<file path="config.mk">
export PLATFORM = sky130hd
export DESIGN_NAME = c2p_back
export DESIGN_NICKNAME = d
export VERILOG_FILES = /design/src/design/c2p_pkg.sv /design/src/design/c2p_back.sv
export SDC_FILE = /design/constraint.sdc
export NUM_CORES = 1
export LEC_CHECK = 0
export ABC_AREA = 1
export BUFFER_PORTS_ARGS = -buffer_cell sky130_fd_sc_hd__buf_4
export CORE_MARGIN = 2
export CORE_UTILIZATION = 33
export CTS_BUF_LIST = sky130_fd_sc_hd__clkbuf_8
export DETAILED_ROUTE_END_ITERATION = 12
export SLEW_MARGIN = 5
export SYNTH_ARGS = -nofsm -noshare
export SYNTH_HDL_FRONTEND = slang
export SYNTH_SLANG_ARGS = --single-unit
</file>
<file path="constraint.sdc">
create_clock -name clk_i -period 12.7 [get_ports clk_i]
set_input_delay 2.54 -clock clk_i [delete_from_list [all_inputs] [get_ports clk_i]]
set_output_delay 2.54 -clock clk_i [all_outputs]
set_load 0.01 [all_outputs]
</file>
<file path="src/design/c2p_pkg.sv">
// Package: types, constants and helpers of the complex-to-polar selector.
`timescale 1ns / 1ps
`default_nettype none
package c2p_pkg;

  localparam int SAMPLE_BITS   = 16;
  localparam int CORDIC_STAGES = 16;
  localparam int GUARD_BITS    = 8;

  // CORDIC datapath widths
  localparam int XW = SAMPLE_BITS + GUARD_BITS + 3;  // x/y with gain headroom
  localparam int ZW = 34;                            // angle accumulator, pi = 2^31
  localparam int PW = XW - 1 + 20;                   // magnitude product
  localparam int CW = XW + 1;                        // saturation input width

  localparam int VALUE_W   = 17;
  localparam int NUM_KINDS = 5;
  localparam int CFG_IDX_W = 3;

  localparam int FIFO_DEPTH = 4;
  localparam int FIFO_AW    = $clog2(FIFO_DEPTH);
  localparam int FIFO_CW    = $clog2(FIFO_DEPTH + 1);

  localparam logic [19:0] INV_GAIN_Q20 = 20'd636751;

  localparam logic [31:0] ATAN_TAB [32] = '{
    32'h20000000, 32'h12E4051E, 32'h09FB385B, 32'h051111D4,
    32'h028B0D43, 32'h0145D7E1, 32'h00A2F61E, 32'h00517C55,
    32'h0028BE53, 32'h00145F2F, 32'h000A2F98, 32'h000517CC,
    32'h00028BE6, 32'h000145F3, 32'h0000A2FA, 32'h0000517D,
    32'h000028BE, 32'h0000145F, 32'h00000A30, 32'h00000518,
    32'h0000028C, 32'h00000146, 32'h000000A3, 32'h00000051,
    32'h00000029, 32'h00000014, 32'h0000000A, 32'h00000005,
    32'h00000003, 32'h00000001, 32'h00000001, 32'h00000000
  };

  typedef logic signed [VALUE_W-1:0] value_t;

  localparam value_t VALUE_MAX_V = 17'sd65535;
  localparam value_t VALUE_MIN_V = -17'sd65536;
  localparam logic signed [CW-1:0] SAT_HI = CW'(65535);
  localparam logic signed [CW-1:0] SAT_LO = CW'(-65536);

  typedef enum logic [2:0] {
    KIND_REAL  = 3'd0,
    KIND_IMAG  = 3'd1,
    KIND_MAG   = 3'd2,
    KIND_PHASE = 3'd3,
    KIND_ZERO  = 3'd4
  } kind_e;

  typedef enum logic [CFG_IDX_W-1:0] {
    CFG_EMIT_REAL  = 3'd0,
    CFG_EMIT_IMAG  = 3'd1,
    CFG_EMIT_MAG   = 3'd2,
    CFG_EMIT_PHASE = 3'd3,
    CFG_EMIT_ZERO  = 3'd4
  } cfg_idx_e;

  typedef struct packed {
    logic signed [SAMPLE_BITS-1:0] real_part;
    logic signed [SAMPLE_BITS-1:0] imag_part;
  } in_item_t;

  typedef struct packed {
    value_t value;
    kind_e  kind;
    logic   last_of_sample;
  } res_item_t;

  // One finished sample, every quantity already saturated
  typedef struct packed {
    value_t re;
    value_t im;
    value_t mag;
    value_t phase;
  } polar_rec_t;

  typedef struct packed {
    logic full;
    logic empty;
  } fifo_stat_t;

  function automatic value_t sat_value(input logic signed [CW-1:0] v);
    value_t r;
    if (v > SAT_HI) begin
      r = VALUE_MAX_V;
    end else if (v < SAT_LO) begin
      r = VALUE_MIN_V;
    end else begin
      r = v[VALUE_W-1:0];
    end
    return r;
  endfunction

endpackage
`default_nettype wire

</file>
<file path="src/design/c2p_back.sv">
// Back end: walks the enabled kinds of each sample and drives the result register.
`timescale 1ns / 1ps
`default_nettype none
module c2p_back
  import c2p_pkg::*;
(
  input  logic                 clk_i,
  input  logic                 rst_ni,
  input  logic [NUM_KINDS-1:0] emit_mask_i,
  input  polar_rec_t           rec_i,
  input  fifo_stat_t           fifo_stat_i,
  output logic                 rec_pop_o,
  output logic                 empty_o,
  input  logic                 pop_i,
  output res_item_t            result_o
);

  logic [NUM_KINDS-1:0] mask_q, mask_d, rem, first;
  polar_rec_t           wk_q, wk_d;
  logic                 out_v_q, out_v_d;
  res_item_t            res_q, res_d;
  kind_e                sel;
  logic                 emit_go, load;
  value_t               sel_val;

  always_comb begin
    rem   = mask_q & (mask_q - NUM_KINDS'(1));
    first = mask_q & ~rem;
    sel   = KIND_REAL;
    for (int k = 0; k < NUM_KINDS; k++) begin
      if (first[k]) begin
        sel = kind_e'(3'(k));
      end
    end

    unique case (sel)
      KIND_REAL:  sel_val = wk_q.re;
      KIND_IMAG:  sel_val = wk_q.im;
      KIND_MAG:   sel_val = wk_q.mag;
      KIND_PHASE: sel_val = wk_q.phase;
      KIND_ZERO:  sel_val = '0;
      default:    sel_val = '0;
    endcase

    emit_go = (|mask_q) && (!out_v_q || pop_i);
    // next sample may enter as the current one hands off its last result
    load    = (!(|mask_q) || (emit_go && !(|rem))) && !fifo_stat_i.empty;

    mask_d  = mask_q;
    wk_d    = wk_q;
    res_d   = res_q;
    out_v_d = out_v_q && !pop_i;

    if (emit_go) begin
      out_v_d              = 1'b1;
      res_d.value          = sel_val;
      res_d.kind           = sel;
      res_d.last_of_sample = !(|rem);
      mask_d               = rem;
    end
    if (load) begin
      wk_d   = rec_i;
      mask_d = emit_mask_i;
    end
  end

  always_ff @(posedge clk_i or negedge rst_ni) begin
    if (!rst_ni) begin
      mask_q  <= '0;
      out_v_q <= 1'b0;
    end else begin
      mask_q  <= mask_d;
      out_v_q <= out_v_d;
    end
  end

  always_ff @(posedge clk_i) begin
    wk_q  <= wk_d;
    res_q <= res_d;
  end

  assign rec_pop_o = load;
  assign empty_o   = !out_v_q;
  assign result_o  = res_q;

endmodule
`default_nettype wire

</file>
==> flow_summary.json <==
{
  "status": "finished, final reports clean",
  "grt_pass1_vias": 2292,
  "rsz0062_at_grt": "false",
  "firstDrtPassIters": 6,
  "combPwrFrac_pct": 31.6,
  "dp_slack_ns": 6.11,
  "grt_overflow": 0,
  "peakVddDrop_v": 0.000129,
  "grt_max_degree": 70,
  "leakagePower_nw": 1.79,
  "root_buffer": "clkbuf_8",
  "tns_ns": 0,
  "r2r_end": "wk_q[34]$_DFFE_PP_",
  "vias": 2325,
  "gp_congestion": 0.773,
  "num_rows": 38,
  "yosysTopAreaCellShare_pct": 74.6,
  "post_cts_resized": 0,
  "die_w_um": 108,
  "fin_skew_ns": 0.0111,
  "dieHeight_um": 108,
  "die-area_um2": 11700,
  "min_to": "result_o[14]$_DFFE_PP_",
  "pwr-share-clk_pct": 19.0,
  "synth_common_cells": "edfxtp_1, nand2_1, nand4_1",
  "cp_max_fo": 69,
  "rr_worst_depth": 6,
  "path_clk_slew_ns": 0.09,
  "period_needed_ns": 6.58,
  "min_path_cells": 2,
  "end_kind": "output pin",
  "io_pins": 101,
  "post-synth-top-count-cell": "edfxtp_1",
  "hold_viol": 0,
  "r2r_slack_ns": 9.70,
  "ys_ff_latch": 95,
  "p_sw_uw": 385,
  "drv_slew": 0,
  "final_util_pct": 43.6,
  "max_stage_delay_ns": 0.66,
  "swShare_pct": 34.5,
  "drcViolationCount": 0,
  "area_growth_pct": 30.3,
  "dpl_cell_area_um2": 4460,
  "dpl.hpwl_um": 4740,
  "r2r_start": "mask_q[1]$_DFFE_PN0P_",
  "wire_per_inst_um": 15.6,
  "intPower_uw": 730,
  "crit_chain": "buf_4 > or2_2 > nand4_1 > a21oi_4 > buf_4 > buf_4",
  "drt-initial-drc-count": 91,
  "synth_cells": 245,
  "cts_tree": "built",
  "crit_type": "in -> out",
  "synth_edf_count": 89,
  "worstPathArrival_ns": 4.04,
  "clk_latency_ns": 0.36,
  "timing.critical_path.slowest_stage_cell": "buf_4",
  "max_freq_ghz": 0.152,
  "min_path_type": "reg -> reg",
  "cts_buffer_depth": 2,
  "cts_setup_buffers": 0,
  "worst_setup_path_start_kind": "primary input",
  "relSlewSlack_pct": 31.5,
  "syn_nets": 323,
  "core_area_um2": 10700,
  "crit_path_frequent_cell": "buf_4",
  "diodes": 0,
  "htreeDepth": 3,
  "avgSynthCellArea_um2": 14.6,
  "drtAntennaViolNets": 0,
  "period_share_pct": 51.8,
  "numPortBuffers": 99,
  "start_util_pct": 33.5,
  "grt_usage_pct": 13.4,
  "cap_viol_max_count": 0,
  "clock_sink_count": 95,
  "synth_area_um2": 3580,
  "power_density_nw_per_um2": 239,
  "min_from": "wk_q[61]$_DFFE_PP_",
  "synth-async-reset-ratio_pct": 6.32,
  "avgViaCountPerCell": 4.76,
  "drive_gt1_share_pct": 35.1,
  "yosysSeqAreaShare_pct": 78.8,
  "grt_pass1_wl_um": 11500,
  "design_area_um2": 4670,
  "tightestPinTransition_ns": 1.03,
  "synth_area_leader_cell": "edfxtp_1",
  "drt_wl_total_um": 7620,
  "ys_top_cells_by_area": "edfxtp_1, nand4_1, nand2_1",
  "yosys_most_used_dff": "edfxtp_1",
  "antenna_found_initial": 0,
  "finalWorstSetupSlack_ns": 6.12,
  "synth_cell_types": 21,
  "ctsHoldBuffers": 0,
  "nNetsFinal": 422,
  "yosys_warnings": 0,
  "fill_cells": 1007,
  "cts_buffers": 9,
  "cp_data_required_time_ns": 10.16,
  "worst_hold_slack_ns": 0.530,
  "pwr-share-seq_pct": 49.5,
  "setup_viol": 0
}
==> cells in the final DEF (no fill, tap or decap) <==
cell type / count
inv_2: 1
clkinvlp_4: 3
nor3_4: 1
nor2_1: 4
buf_4: 100
nor4_1: 1
nand3_2: 1
bufinv_16: 2
nand4_1: 35
nor3_1: 1
inv_1: 9
a21oi_4: 1
or2_2: 2
clkinv_1: 2
nor2_4: 1
nand3_1: 27
edfxtp_1: 89
dfrtp_1: 6
o211ai_1: 5
clkbuf_8: 9
nand2_1: 47
nand2_2: 1
==> layer usage <==
layer,GRT usage [%],up-vias,share of wire (%)
met1,16.7,1113,43
met3,3.19,10,5.3
met4,6.04,0,1.8
met5,0,-,0
li1,-,1119,-
met2,22.4,83,50
==> worst max-delay path: cells and delay by family <==
kind,cells,cell delay (ns)
AO/OA/AOI/OAI,1,0.15
buffers and inverters,3,0.98
AND/OR/NAND/NOR,2,0.29
==> power groups by stage <==
stage | logic (mW) | registers (mW) | clock network (mW)
CTS | 0.360 | 0.553 | 0.217
finish | 0.352 | 0.552 | 0.211
floorplan | 0.217 | 0.561 | 0
detailed placement | 0.359 | 0.560 | 0
global placement | 0.351 | 0.557 | 0
global route | 0.394 | 0.563 | 0.230
==> cells by family (layout without fill, tap and decap cells) <==
family	count (synthesis)	after routing	synth area share, %
AO/OA/AOI/OAI	6	6	1.19
buffers and inverters	23	126	3.07
flip-flops	95	95	78.8
AND/OR/NAND/NOR	121	121	16.9
==> registers in the layout (all words and copies together) (netlist names) <==
register,flops
wk_q,68
mask_q,5
out_v_q,1
result_o,21
==> through the flow <==
step	instances	total power, mW
floorplan	245	0.778
global placement	473	0.909
detailed placement	473	0.919
CTS	488	1.13
global route	488	1.19
finish	488	1.12
==> cell type report <==
| class | instances | area, um^2 | share of cell area (%) |
|---|---|---|---|
| clock buffers | 9 | 124 | 2.65 |
| flip-flops and latches | 95 | 2820 | 60.5 |
| repair buffers | 100 | 751 | 16.1 |
| multi-input cells | 127 | 667 | 14.3 |
| clock inverters | 6 | 86.3 | 1.85 |
| well taps | 140 | 175 | 3.75 |
| inverters | 11 | 41.3 | 0.885 |
==> worst max-delay path by stage <==
stage,start,endpoint,slack [ns],cells after the start
finish,pop_i,rec_pop_o,6.12,6
global route,pop_i,rec_pop_o,6.01,6
CTS,pop_i,rec_pop_o,6.10,6
detailed placement,pop_i,rec_pop_o,6.11,6
global placement,pop_i,rec_pop_o,6.14,6
floorplan,pop_i,rec_pop_o,3.95,3
Note: power is estimated with default switching activity, not from simulation.
