**config.mk**
```make
export PLATFORM = sky130hd
export DESIGN_NAME = c2p_fifo
export DESIGN_NICKNAME = d
export VERILOG_FILES = /design/src/design/c2p_pkg.sv /design/src/design/c2p_fifo.sv
export SDC_FILE = /design/constraint.sdc
export NUM_CORES = 1
export LEC_CHECK = 0
export ABC_AREA = 1
export BUFFER_PORTS_ARGS = -buffer_cell sky130_fd_sc_hd__buf_2
export CAP_MARGIN = 0
export CORE_ASPECT_RATIO = 0.8
export CORE_MARGIN = 1
export CORE_UTILIZATION = 35
export DETAILED_ROUTE_END_ITERATION = 6
export GPL_TIMING_DRIVEN = 0
export PLACE_DENSITY = 0.56
export SETUP_SLACK_MARGIN = 0.1
export SLEW_MARGIN = 5
export SYNTH_ARGS = -nofsm -noshare
export SYNTH_HDL_FRONTEND = slang
export SYNTH_SLANG_ARGS = --single-unit
export TNS_END_PERCENT = 50
```
**constraint.sdc**
```tcl
create_clock -name clk_i -period 8.84 [get_ports clk_i]
set_input_delay 0.884 -clock clk_i [delete_from_list [all_inputs] [get_ports clk_i]]
set_output_delay 0.884 -clock clk_i [all_outputs]
set_load 0.01 [all_outputs]
```
**src/design/c2p_pkg.sv**
```systemverilog
// Package: types, constants and helpers of the complex-to-polar selector.
`timescale 1ns / 1ps
`default_nettype none
package c2p_pkg;

  localparam int SAMPLE_BITS   = 16;
  localparam int CORDIC_STAGES = 16;
  localparam int GUARD_BITS    = 8;

  // CORDIC datapath widths
  localparam int XW = SAMPLE_BITS + GUARD_BITS + 3;  // x/y with gain headroom
  localparam int ZW = 34;                            // angle accumulator, pi = 2^31
  localparam int PW = XW - 1 + 20;                   // magnitude product
  localparam int CW = XW + 1;                        // saturation input width

  localparam int VALUE_W   = 17;
  localparam int NUM_KINDS = 5;
  localparam int CFG_IDX_W = 3;

  localparam int FIFO_DEPTH = 4;
  localparam int FIFO_AW    = $clog2(FIFO_DEPTH);
  localparam int FIFO_CW    = $clog2(FIFO_DEPTH + 1);

  localparam logic [19:0] INV_GAIN_Q20 = 20'd636751;

  localparam logic [31:0] ATAN_TAB [32] = '{
    32'h20000000, 32'h12E4051E, 32'h09FB385B, 32'h051111D4,
    32'h028B0D43, 32'h0145D7E1, 32'h00A2F61E, 32'h00517C55,
    32'h0028BE53, 32'h00145F2F, 32'h000A2F98, 32'h000517CC,
    32'h00028BE6, 32'h000145F3, 32'h0000A2FA, 32'h0000517D,
    32'h000028BE, 32'h0000145F, 32'h00000A30, 32'h00000518,
    32'h0000028C, 32'h00000146, 32'h000000A3, 32'h00000051,
    32'h00000029, 32'h00000014, 32'h0000000A, 32'h00000005,
    32'h00000003, 32'h00000001, 32'h00000001, 32'h00000000
  };

  typedef logic signed [VALUE_W-1:0] value_t;

  localparam value_t VALUE_MAX_V = 17'sd65535;
  localparam value_t VALUE_MIN_V = -17'sd65536;
  localparam logic signed [CW-1:0] SAT_HI = CW'(65535);
  localparam logic signed [CW-1:0] SAT_LO = CW'(-65536);

  typedef enum logic [2:0] {
    KIND_REAL  = 3'd0,
    KIND_IMAG  = 3'd1,
    KIND_MAG   = 3'd2,
    KIND_PHASE = 3'd3,
    KIND_ZERO  = 3'd4
  } kind_e;

  typedef enum logic [CFG_IDX_W-1:0] {
    CFG_EMIT_REAL  = 3'd0,
    CFG_EMIT_IMAG  = 3'd1,
    CFG_EMIT_MAG   = 3'd2,
    CFG_EMIT_PHASE = 3'd3,
    CFG_EMIT_ZERO  = 3'd4
  } cfg_idx_e;

  typedef struct packed {
    logic signed [SAMPLE_BITS-1:0] real_part;
    logic signed [SAMPLE_BITS-1:0] imag_part;
  } in_item_t;

  typedef struct packed {
    value_t value;
    kind_e  kind;
    logic   last_of_sample;
  } res_item_t;

  // One finished sample, every quantity already saturated
  typedef struct packed {
    value_t re;
    value_t im;
    value_t mag;
    value_t phase;
  } polar_rec_t;

  typedef struct packed {
    logic full;
    logic empty;
  } fifo_stat_t;

  function automatic value_t sat_value(input logic signed [CW-1:0] v);
    value_t r;
    if (v > SAT_HI) begin
      r = VALUE_MAX_V;
    end else if (v < SAT_LO) begin
      r = VALUE_MIN_V;
    end else begin
      r = v[VALUE_W-1:0];
    end
    return r;
  endfunction

endpackage
`default_nettype wire

```
**src/design/c2p_fifo.sv**
```systemverilog
// Short queue of finished samples between the CORDIC front and the result serializer.
`timescale 1ns / 1ps
`default_nettype none
module c2p_fifo
  import c2p_pkg::*;
(
  input  logic       clk_i,
  input  logic       rst_ni,
  input  logic       push_i,
  input  polar_rec_t rec_i,
  input  logic       pop_i,
  output polar_rec_t rec_o,
  output fifo_stat_t stat_o
);

  polar_rec_t           mem_q [FIFO_DEPTH];
  logic [FIFO_AW-1:0]   wr_q, rd_q;
  logic [FIFO_CW-1:0]   cnt_q;
  logic                 do_push, do_pop;

  assign stat_o.full  = cnt_q == FIFO_CW'(FIFO_DEPTH);
  assign stat_o.empty = cnt_q == '0;
  assign do_push      = push_i && !stat_o.full;
  assign do_pop       = pop_i && !stat_o.empty;
  assign rec_o        = mem_q[rd_q];

  always_ff @(posedge clk_i) begin
    if (do_push) begin
      mem_q[wr_q] <= rec_i;
    end
  end

  always_ff @(posedge clk_i or negedge rst_ni) begin
    if (!rst_ni) begin
      wr_q  <= '0;
      rd_q  <= '0;
      cnt_q <= '0;
    end else begin
      if (do_push) begin
        wr_q <= (wr_q == FIFO_AW'(FIFO_DEPTH - 1)) ? '0 : wr_q + 1'b1;
      end
      if (do_pop) begin
        rd_q <= (rd_q == FIFO_AW'(FIFO_DEPTH - 1)) ? '0 : rd_q + 1'b1;
      end
      if (do_push && !do_pop) begin
        cnt_q <= cnt_q + 1'b1;
      end else if (do_pop && !do_push) begin
        cnt_q <= cnt_q - 1'b1;
      end
    end
  end

endmodule
`default_nettype wire

```
==> results of run 1 <==
[cell usage in the layout (no fill, tap or decap)]
cell type,n
nand3_1,7
nor2_4,4
clkinvlp_4,2
buf_16,4
buf_4,12
nor2_1,2
o211ai_1,136
inv_2,1
nand2_1,219
inv_1,151
buf_6,1
edfxtp_1,272
buf_2,170
nand4_1,1
o21ai_0,1
diode_2,4
dfrtp_1,7
clkinv_1,5
buf_12,6
fa_1,1
clkinv_2,7
bufinv_16,3
clkbuf_1,9
clkbuf_16,29
ha_1,6
xnor2_1,1
[worst paths after layout]
path | from | end | slack [ns] | cells past startpoint
max | rd_q[1] | rec_o[35] | 5.86 | 5
min | rst_ni | cnt_q[2] | 0.18 | 1
max reg2reg | cnt_q[0] | mem_q[1][25] | 6.28 | 7
min reg2reg | cnt_q[2] | cnt_q[2] | 0.51 | 2
max in group asynchronous | rst_ni | cnt_q[0] | 8.50 | 1
min in group clk_i | cnt_q[2] | cnt_q[2] | 0.51 | 2
[flip-flops by register name, indices dropped and copies added, names as in the netlist]
signal / cells
cnt_q: 3
mem_q: 272
rd_q: 2
wr_q: 2
[report_power, final]
group	internal, W	switching (W)	total, W
sequential	0.00173	0.0000586	0.00179
combinational	0.000568	0.00107	0.00164
clock	0.000685	0.000476	0.00116
[per-stage QoR]
step                      instances  util [%]
after floorplan                 854         -
after global placement         1415      39.5
after detailed placement       1425      40.3
after CTS                      1477      43.2
after global routing           1477      43.2
final                          1481      43.3
[routing by layer]
metal	share of wire [%]	track usage (%)	routed length, um	vias up
li1	-	-	-	3336
met1	46	21.4	11600	3251
met2	47	25.6	11800	176
met3	5.8	2.91	1460	32
met4	1.5	2.86	382	2
met5	0.051	0	13	-
[cell type report]
class                      count  share of cell area, %
timing repair buffer         151                   6.88
clock buffer                  35                   5.50
multi-input combinational    378                   15.0
inverter                     152                   4.20
sequential                   279                   61.4
antenna                        4                 0.0736
tap                          420                   3.87
buffer                        45                   1.90
clock inverter                17                   1.17
[critical path: stages, from the launching register on]
cell and delay (ns):
dfrtp_1 0.34, buf_2 0.27, clkbuf_1 0.50, o211ai_1 0.17, nand2_1 0.14, buf_2 0.14
[cell families (layout without fill, tap and decap cells)]
group / after synthesis / in the layout / share of synthesized area [%]
adder cells (fa/ha/maj): 7 / 7 / 0.850
AO/OA/AOI/OAI: 137 / 137 / 9.17
flip-flops: 279 / 279 / 74.6
XOR/XNOR: 1 / 1 / 0.0783
buffers and inverters: 197 / 400 / 7.40
AND/OR/NAND/NOR: 233 / 233 / 7.92
other: 0 / 4 / 0
==> flow_summary_export.csv, run 1 <==
group,metric,value,unit
sta,fin_tns_setup,0,ns
cts,cts_sinks,279,
detailed_routing,dr_total_vias,6797,
placement,dp_hpwl,16400,um
cts,clk_latency,0.53,ns
detailed_routing,remaining_drc_errors,0,
detailed_routing,via_per_inst,4.59,
cts,clk_path_buf_depth,3,
sta,timing.final.ws_setup,5.86,ns
sta,timing.fmax,0.335,GHz
sta,whs,0.180,ns
sta,worst_slew_pin_slew,0.891,ns
synth,ys.flop_type,"edfxtp_1",
synth,syn_nets,933,
placement,place_congestion,0.714,
synth,yosysTopAreaCellShare,73.0,%
sta,skew,0.00779,ns
sta,slew_headroom,40.4,%
synth,synth_edf_count,272,
detailed_routing,routedWlPerCell,17.1,um
cts,root_buffer,"clkbuf_16",
cts,cts_hold_buf,0,
finish,fin_area,13600,um^2
synth,ys_types,17,
grt,grt_pass1_wl,38500,um
critical_path,crit_type,"reg -> out",
synth,yosys.area.top_type,"edfxtp_1",
critical_path,startpoint_type,"flip-flop",
synth,synthesis.area,11200,um^2
cts,postCtsSetupBuffers,0,
finish,area_growth,21.5,%
synth,yosys_warnings,0,
critical_path,crit_arrival,2.10,ns
run_status,status,"completed",
finish,multi_input_area,2050,um^2
sta,period_share,33.7,%
placement,port_buffers,141,
pwr,leakage,5.44,nW
cts,cts_tree,"done",
synth,synth_cells,854,
pwr,power-per-cell-area,338,nW/um^2
grt,antenna_found_initial,3,
sta,finalCriticalPeriod,2.98,ns
detailed_routing,dr.pass1.iters,5,
finish,drive_gt1_share,22.6,%
synth,synth.area.top_cells,"edfxtp_1 (73%), o211ai_1 (9.1%), nand2_1 (7.3%)",
synth,async_flop_share,2.51,%
synth,yosysMostFrequentCell,"edfxtp_1",
grt,grt_usage,15.5,%
finish,register_area,8340,um^2
placement,place_ws,5.83,ns
grt,grt_max_degree,26,
cts,ctsResizeCount,0,
cts,cts.reportedPaths.clkPinSlew,0.06,ns
synth,yosysSeqAreaShare,74.6,%
floorplan,die_area,32700,um^2
synth,ys_ff_latch,279,
cts,htreeDepth,1,
sta,drv_slew,0,
placement,post_dp_cell_area,12700,um^2
pwr,fin_total_pwr,0.00459,W
floorplan,start_util,35.6,%
detailed_routing,drtAntennaViolNets,0,
cts,cts_buffers,29,
finish,finalNetCount,1115,
critical_path,worstPathRequired,7.96,ns
synth,synth_commonest_cells,"edfxtp_1 (272), nand2_1 (219), inv_1 (151), o211ai_1 (136), buf_2 (29)",
hold_path,worst_hold_path_type,"in -> async",
floorplan,die_h,162,um
sta,rsz0062_at_grt,"no",
critical_path,crit_fanout,10,
floorplan,die_x,202,um
grt,gr-total-overflow,0,
floorplan,io_pins,142,
critical_path,cp-end-kind,"output pin",
pwr,peakVddDrop,0.159,mV
flow_run,cap_violations,0,
floorplan,rows,58,
grt,grt_pass1_vias,6601,
sta,setup_violations,0,
detailed_routing,drtIter0Drc,330,
detailed_routing,wirelength,25300,um
finish,fillers,2884,
synth,syn_avg_cell_area,13.1,um^2
sta,hold_viol,0,
floorplan,coreArea,31400,um^2
(Power assumes the default switching activity.)
==> run 2, diff against run 1 <==
clock period = 3.01 ns   (was 8.84 ns; I/O delays follow)
==> run 2 against run 1 <==
Compared with the run above: core utilization increased by 2.0 points; register-to-register slack got worse by 5.8 ns; global-route usage increased by 0.66 points.
==> flow_summary_export.csv, run 2 (same netlist as run 1, synthesis figures left out) <==
group,metric,value,unit
sta,timing.fmax,0.400,GHz
floorplan,rows,58,
cts,root_buffer,"clkbuf_16",
pwr,power-per-cell-area,943,nW/um^2
finish,reg_top3,"mem_q x272, cnt_q x3",
critical_path,worst_path_max_delay_cell,"nor2_4",
placement,place_congestion,0.745,
critical_path,worstPathRequired,3.25,ns
pwr,power_frac_clock,24.0,%
sta,worst_slew_pin_slew,0.720,ns
pwr,p_sw,0.00474,W
critical_path,critPathMaxStageDelay,0.58,ns
cts,htreeDepth,1,
cts,clk_path_buf_depth,3,
finish,largest_reg_flops,272,
finish,finalNetCount,1184,
critical_path,crit_arrival,2.74,ns
pwr,peakVddDrop,0.490,mV
flow_run,cap_violations,0,
sta,drv_slew,0,
pwr,p_sw_share,35.4,%
floorplan,coreArea,31400,um^2
grt,gr-total-overflow,0,
critical_path,critical_path_buf_inv_count,4,
pwr,comb_power_share,36.8,%
placement,place_ws,0.445,ns
critical_path,startpoint_type,"flip-flop",
sta,rsz0062_at_grt,"no",
critical_path,cp_top_family,"simple AND/OR/NAND/NOR gates",
critical_path,crit_type,"reg -> reg",
sta,slew_headroom,51.9,%
finish,top_register,"mem_q",
cts,ctsResizeCount,0,
floorplan,die_x,202,um
finish,final_util,45.2,%
cts,cts_buffers,28,
sta,whs,0.0476,ns
detailed_routing,drtIter0Drc,401,
hold_path,worst_hold_path_type,"in -> reg",
sta,setup_violations,0,
cts,cts_sinks,279,
detailed_routing,via_per_inst,4.54,
placement,dp_hpwl,16600,um
cts,cts.reportedPaths.clkPinSlew,0.06,ns
sta,period_share,83.0,%
detailed_routing,dr_total_vias,7006,
critical_path,cp_cell_sequence,"inv_1 > nand3_1 > nand2_1 > nor2_4 > buf_16 > buf_12 > buf_16",
sta,timing.final.ws_setup,0.512,ns
floorplan,die_h,162,um
pwr,leakage,5.70,nW
pwr,p_int,0.00866,W
sta,hold_viol,0,
grt,antenna_found_initial,1,
pwr,fin_total_pwr,0.0134,W
pwr,p_seq_share,39.3,%
critical_path,cp-end-kind,"flip-flop",
critical_path,cp_common_cell,"buf_16",
grt,grt_usage,16.1,%
detailed_routing,routedWlPerCell,16.9,um
finish,area_growth,27.1,%
detailed_routing,wirelength,26200,um
placement,port_buffers,141,
detailed_routing,dr.pass1.iters,5,
run_status,status,"completed",
grt,grt_max_degree,28,
grt,grt_pass1_vias,6920,
finish,final_cell_mix,"edfxtp_1 (272), nand2_1 (219), buf_2 (170), inv_1 (151), o211ai_1 (136)",
finish,drive_gt1_share,20.5,%
floorplan,start_util,35.6,%
floorplan,io_pins,142,
floorplan,die_area,32700,um^2
sta,finalCriticalPeriod,2.50,ns
finish,final_common_cell,"edfxtp_1",
finish,fillers,2866,
cts,cts_tree,"done",
cts,clk_latency,0.54,ns
detailed_routing,remaining_drc_errors,0,
detailed_routing,drtAntennaViolNets,0,
grt,grt_pass1_wl,40400,um
sta,skew,0.00761,ns
critical_path,crit_fanout,19,
==> run 2: worst paths after layout <==
path / startpoint / slack (ns) / end / depth (start not counted)
worst max-delay path: cnt_q[0] / 0.51 / mem_q[1][31] / 7
max in group asynchronous: rst_ni / 2.72 / rd_q[0] / 2
min in group asynchronous: rst_ni / 0.13 / wr_q[0] / 2
worst max register to register: cnt_q[0] / 0.51 / mem_q[1][31] / 7
worst min-delay path: push_i / 0.05 / wr_q[0] / 3
worst min register to register: cnt_q[2] / 0.50 / cnt_q[2] / 2
==> run 2: worst min-delay path: cells and delay by family <==
kind / cells / cell delay (ns)
AND/OR/NAND/NOR: 2 / 0.15
buffers and inverters: 1 / 0.10
==> run 2: metrics by stage <==
step | TNS [ns] | area (um^2) | instances
3_5_place_dp | 0 | 12700 | 1426
2_1_floorplan | 0 | 11200 | 854
5_1_grt | 0 | 14200 | 1544
4_1_cts | 0 | 14200 | 1543
6_report | 0 | 14200 | 1544
3_3_place_gp | -435.39 | 12400 | 1415
==> run 2: area by class of cell <==
class	instances	area (um^2)	area share [%]
Antenna cell	1	2.50	0.0176
Buffer	45	258	1.81
Clock buffer	37	756	5.32
Clock inverter	11	68.8	0.484
Inverter	152	571	4.01
Multi-Input combinational cell	378	2050	14.4
Sequential cell	279	8340	58.7
Tap cell	420	526	3.70
Timing Repair Buffer	221	1650	11.6
==> run 2: metal layers <==
metal | GRT usage (%) | up-vias | wire length, um | part of all wire (%)
met5 | 0 | - | 0 | 0
met4 | 3.00 | 0 | 371 | 1.4
met3 | 3.25 | 31 | 1410 | 5.4
met2 | 26.3 | 163 | 12300 | 47
met1 | 22.5 | 3352 | 12100 | 46
li1 | - | 3460 | - | -
==> run 2: repair_timing <==
item | 4_1_cts | 5_1_grt
hold buffers | 69 | 0
hold endpoints to repair | 279 | 0
setup buffers | 0 | 0
==> run 2: power by group through the flow <==
stage               Combinational [W]  Clock, W  Sequential, W
finish                        0.00493   0.00321        0.00526
global route                  0.00550   0.00345        0.00532
detailed placement            0.00498         0        0.00535
global placement              0.00470         0        0.00542
floorplan                     0.00279         0        0.00535
CTS                           0.00507   0.00329        0.00526
